<file path="config.mk">
export PLATFORM = sky130hd
export DESIGN_NAME = sccd_step
export DESIGN_NICKNAME = d
export VERILOG_FILES = /design/src/rtl/sccd_pkg.sv /design/src/rtl/sccd_step.sv
export SDC_FILE = /design/constraint.sdc
export NUM_CORES = 1
export LEC_CHECK = 0
export BUFFER_PORTS_ARGS = -buffer_cell sky130_fd_sc_hd__buf_2
export CAP_MARGIN = 20
export CORE_UTILIZATION = 30
export DETAILED_ROUTE_END_ITERATION = 7
export PLACE_DENSITY_LB_ADDON = 0.1
export SLEW_MARGIN = 25
export SYNTH_ARGS = -nofsm -noshare
export SYNTH_HDL_FRONTEND = slang
export SYNTH_SLANG_ARGS = --single-unit
</file>
<file path="constraint.sdc">
create_clock -name clock -period 13.1 [get_ports clock]
set_input_delay 1.965 -clock clock [delete_from_list [all_inputs] [get_ports clock]]
set_output_delay 1.965 -clock clock [all_outputs]
set_load 0.05 [all_outputs]
</file>
<file path="src/rtl/sccd_pkg.sv">
// Shared types and widths for the swept circle collision time pipeline.
`default_nettype none
package sccd_pkg;

   localparam int P_W = 24;
   localparam int V_W = 16;
   localparam int R_W = 16;
   localparam int DP_W = P_W + 1;
   localparam int DV_W = V_W + 1;
   localparam int RS_W = R_W + 1;
   localparam int A_W = 34;
   localparam int B_W = 44;
   localparam int C_W = 51;
   localparam int G_W = 88;
   localparam int H_W = 64;
   localparam int T_W = 17;
   localparam int PC_W = 17;

   typedef enum logic [1:0] {
      STATUS_HIT     = 2'd0,
      STATUS_MISS    = 2'd1,
      STATUS_OVERLAP = 2'd2
   } status_type;

   typedef struct packed {
      status_type            status;
      logic [A_W-1:0]        a;
      logic signed [H_W-1:0] h;
      logic signed [G_W-1:0] g;
      logic [T_W-1:0]        t;
   } srch_type;

endpackage
`default_nettype wire

</file>
<file path="src/rtl/sccd_step.sv">
// One bit of the root search: tries setting time bit K, updates f(t) and its slope.
`default_nettype none
module sccd_step
   import sccd_pkg::*;
#(
   parameter int K = 16
) (
   input  wire logic     clock,
   input  wire logic     reset,
   input  wire logic     en,
   input  wire logic     in_valid,
   input  wire srch_type in_st,
   output logic          out_valid,
   output srch_type      out_st
);

   localparam logic CAPPED = (K < T_W - 1);

   logic                  valid_ff;
   srch_type              st_ff;
   srch_type              st_in;
   logic signed [G_W-1:0] g_n;
   logic signed [H_W-1:0] h_n;
   logic                  ok;

   always_comb begin
      g_n = in_st.g + (G_W'(in_st.h) <<< K) + $signed(G_W'(in_st.a) << (2 * K));
      h_n = in_st.h + $signed(H_W'(in_st.a) << (K + 1));
      ok  = (h_n[H_W-1] || (h_n == '0)) && !g_n[G_W-1]
            && !(CAPPED && in_st.t[T_W-1]);
      st_in = in_st;
      if (ok) begin
         st_in.g = g_n;
         st_in.h = h_n;
         st_in.t = in_st.t | (T_W'(1) << K);
      end
   end

   always_ff @(posedge clock) begin
      if (reset) begin
         valid_ff <= 1'b0;
      end else if (en) begin
         valid_ff <= in_valid;
      end
   end

   always_ff @(posedge clock) begin
      if (en) begin
         st_ff <= st_in;
      end
   end

   assign out_valid = valid_ff;
   assign out_st    = st_ff;

endmodule
`default_nettype wire

</file>
==> out/results.txt <==
Number of enable flip-flop cells after synthesis: 205
Vias: 13700
Vias in the first global route: 13400
IR drop worst, VDD: 97.8 uV
Layout filler cell count: 5450
Max Slew Vio Count: 0
Area delta synth->final: 21.8%
FF-to-FF End: out_valid
Layout Utilization: 37.1%
Most common cell after layout, fill and taps aside: buf_2
CTS tree: yes
Yosys cell types: 80
Number of CTS-inserted buffers: 27
Grt met1 use: 29.9%
Type of the most critical hold path: reg2reg
Synthesized instance count: 1514
Routed len/inst: 22.6 um
Worst slew pin tran: 0.875 ns
Cell row count: 84
Die area: 54300 um^2
Post-Place Worst Slack: 4.36 ns
Core outline area: 52700 um^2
Mapped cell area: 16000 um^2
Skew final: 0 ns
Total iterations of the first detailed-routing run: 5
Critical path's largest stage delay: 0.81 ns
Layout cells sized above 1: 27.4%
Crit Reg-Reg Startpoint: out_valid
Clock transition at path regs: 0.06 ns
Initial core utilization: 30.4%
Startpoint types: input port
Area of the multi-input gates: 9340 um^2
Clk buf depth: 3
Worst hold margin: 0.512 ns
Sequential cell area: 6180 um^2
Slew HR: 40.1%
Yosys Warn Count: 0
Crit path required time: 13.40 ns
ANT nets after route: 0
Net count after synthesis: 1900
Setup slack, reg-to-reg: 12.51 ns
Prevailing post-synth register cell: edfxtp_1
Cell leakage power: 8.20 nW
Synth Register Bits: 206
Grt met3 use: 3.22%
Gr busiest metal: met2
Largest net degree at the start of global routing: 100
M2 GR Usage: 33.4%
Post-synth ARST share: 0%
Tcrit/Tclk final: 61.6%
Final setup vio count: 0
CP Max Fanout: 57
Hold Crit Depth: 2
Post-route DRC: 0
Clock root buffer: clkbuf_16
Highest-delay cell along the critical path: nor2_8
Gr ovfl total: 0
Hold endpoint: out_valid
Initial antenna violation count: 4
Total negative slack: 0 ns
First-pass GRT wire length: 85600 um
Fmax achieved: 124 MHz
Final WS setup: 5.03 ns
DP HPWL: 47500 um
Fin crit period: 8.07 ns
Gp weighted congestion: 0.882
MaxCap Viol Count: 0
DR vias/cell: 5.25
Most frequent cells in the layout: 413 x buf_2, 205 x edfxtp_1, 141 x ha_1
Min-delay src: out_valid
Antenna diode count: 0
Top Family by Delay on Critical Path: simple AND/OR/NAND/NOR gates
Worst r2r path cells: 2
Routed WL: 58800 um
Die span in x: 233 um
Syn avg cell area: 10.6 um^2
Hold Buf Count CTS: 0
Final Hold Viols: 0
Clk_lat worst skew: 0.56 ns
RSZ-0062 raised after global routing: false
Clock sinks: 206
Postcts setup bufs: 0
Die Span Y: 233 um
Tot GR Track Use: 21.0%
Total power: 0.00261 W
Register area share after synthesis: 38.5%
Status: finished clean
Worst Path Buf+Inv: 3
First DRT Iteration DRCs: 941
P per Cell Area: 134 nW/um^2
Crit-path most repeated cell: or4_1
Ordered cell list for the critical path: buf_2, ha_1, inv_1, fa_1, xnor2_1, or4_1, a2111oi_2, o2111ai_1, or4_1, nor3_1, nand4_1, a2111o_1, o41a_1, nor2_8, buf_4, mux2_1
Input/output buffers: 414
CTS H-Tree Depth: 1
CTS resizes: 0
Worst path arrival time: 8.37 ns
Ports: 415
Final nets: 2282
Setup crit end kind: flip-flop
Worst Path Class, Setup: in2reg
## logic make-up (layout without fill, tap and decap cells)
family	Yosys count	after routing	share of synthesized area, %
buffers and inverters	112	515	3.20
muxes	105	105	7.31
xor gates and xnor gates	110	110	6.01
and+or+nand+nor	382	382	12.3
AOI/OAI and AO/OA	422	422	17.1
adders and majority gates	177	177	15.5
DFF	206	206	38.5
## worst max path at each step
stage / cells past startpoint / startpoint / endpoint
floorplan: 17 / in_st[122] / out_st[154]
finish: 16 / in_st[122] / out_st[152]
CTS: 16 / in_st[122] / out_st[62]
detailed placement: 16 / in_st[122] / out_st[62]
global placement: 16 / in_st[122] / out_st[46]
global route: 16 / in_st[122] / out_st[72]
## stage by stage
| step | cell area, um^2 | instances |
|---|---|---|
| 2_1_floorplan | 16000 | 1514 |
| 3_3_place_gp | 18700 | 2555 |
| 3_5_place_dp | 18700 | 2555 |
| 4_1_cts | 19500 | 2605 |
| 5_1_grt | 19500 | 2605 |
| 6_report | 19500 | 2605 |
## final cells by class
| class | count | area share (%) |
|---|---|---|
| multi-input combinational | 1196 | 47.8 |
| sequential | 206 | 31.6 |
| timing repair buffer | 418 | 10.8 |
| tap | 688 | 4.41 |
| clock buffer | 33 | 3.58 |
| inverter | 47 | 0.904 |
| clock inverter | 17 | 0.795 |
## state kept, by name, summed over array words and instances (netlist names)
name	count
out_st	205
out_valid	1
## power by group
group / internal [W] / switching [W]
clock: 0.000419 / 0.000303
sequential: 0.000807 / 0.0000203
combinational: 0.000332 / 0.000728
## metal layers
metal	vias to the layer above	part of all wire [%]
met5	-	0.068
met4	6	1.7
met1	6575	46
li1	6545	-
met3	57	6.6
met2	504	45
## cells in the mapped netlist (27+ instances only)
cell | count | area (um^2)
edfxtp_1 | 205 | 6160
ha_1 | 141 | 1760
a21oi_1 | 134 | 671
nand2_1 | 99 | 372
o21ai_0 | 85 | 425
nor2_1 | 70 | 263
xnor2_1 | 63 | 552
a21o_1 | 57 | 428
mux2_1 | 52 | 586
inv_1 | 47 | 176
xor2_1 | 47 | 412
clkbuf_1 | 46 | 173
mux2_2 | 44 | 495
nand4_1 | 42 | 263
fa_1 | 36 | 721
nor3_1 | 29 | 145
nand3_1 | 27 | 135
## worst register-to-register path: stages (launching register included)
cell and delay (ns):
dfxtp_1 0.31, mux2i_1 0.12, nor2_1 0.06
No activity file was read; power rests on OpenSTA's default activity.
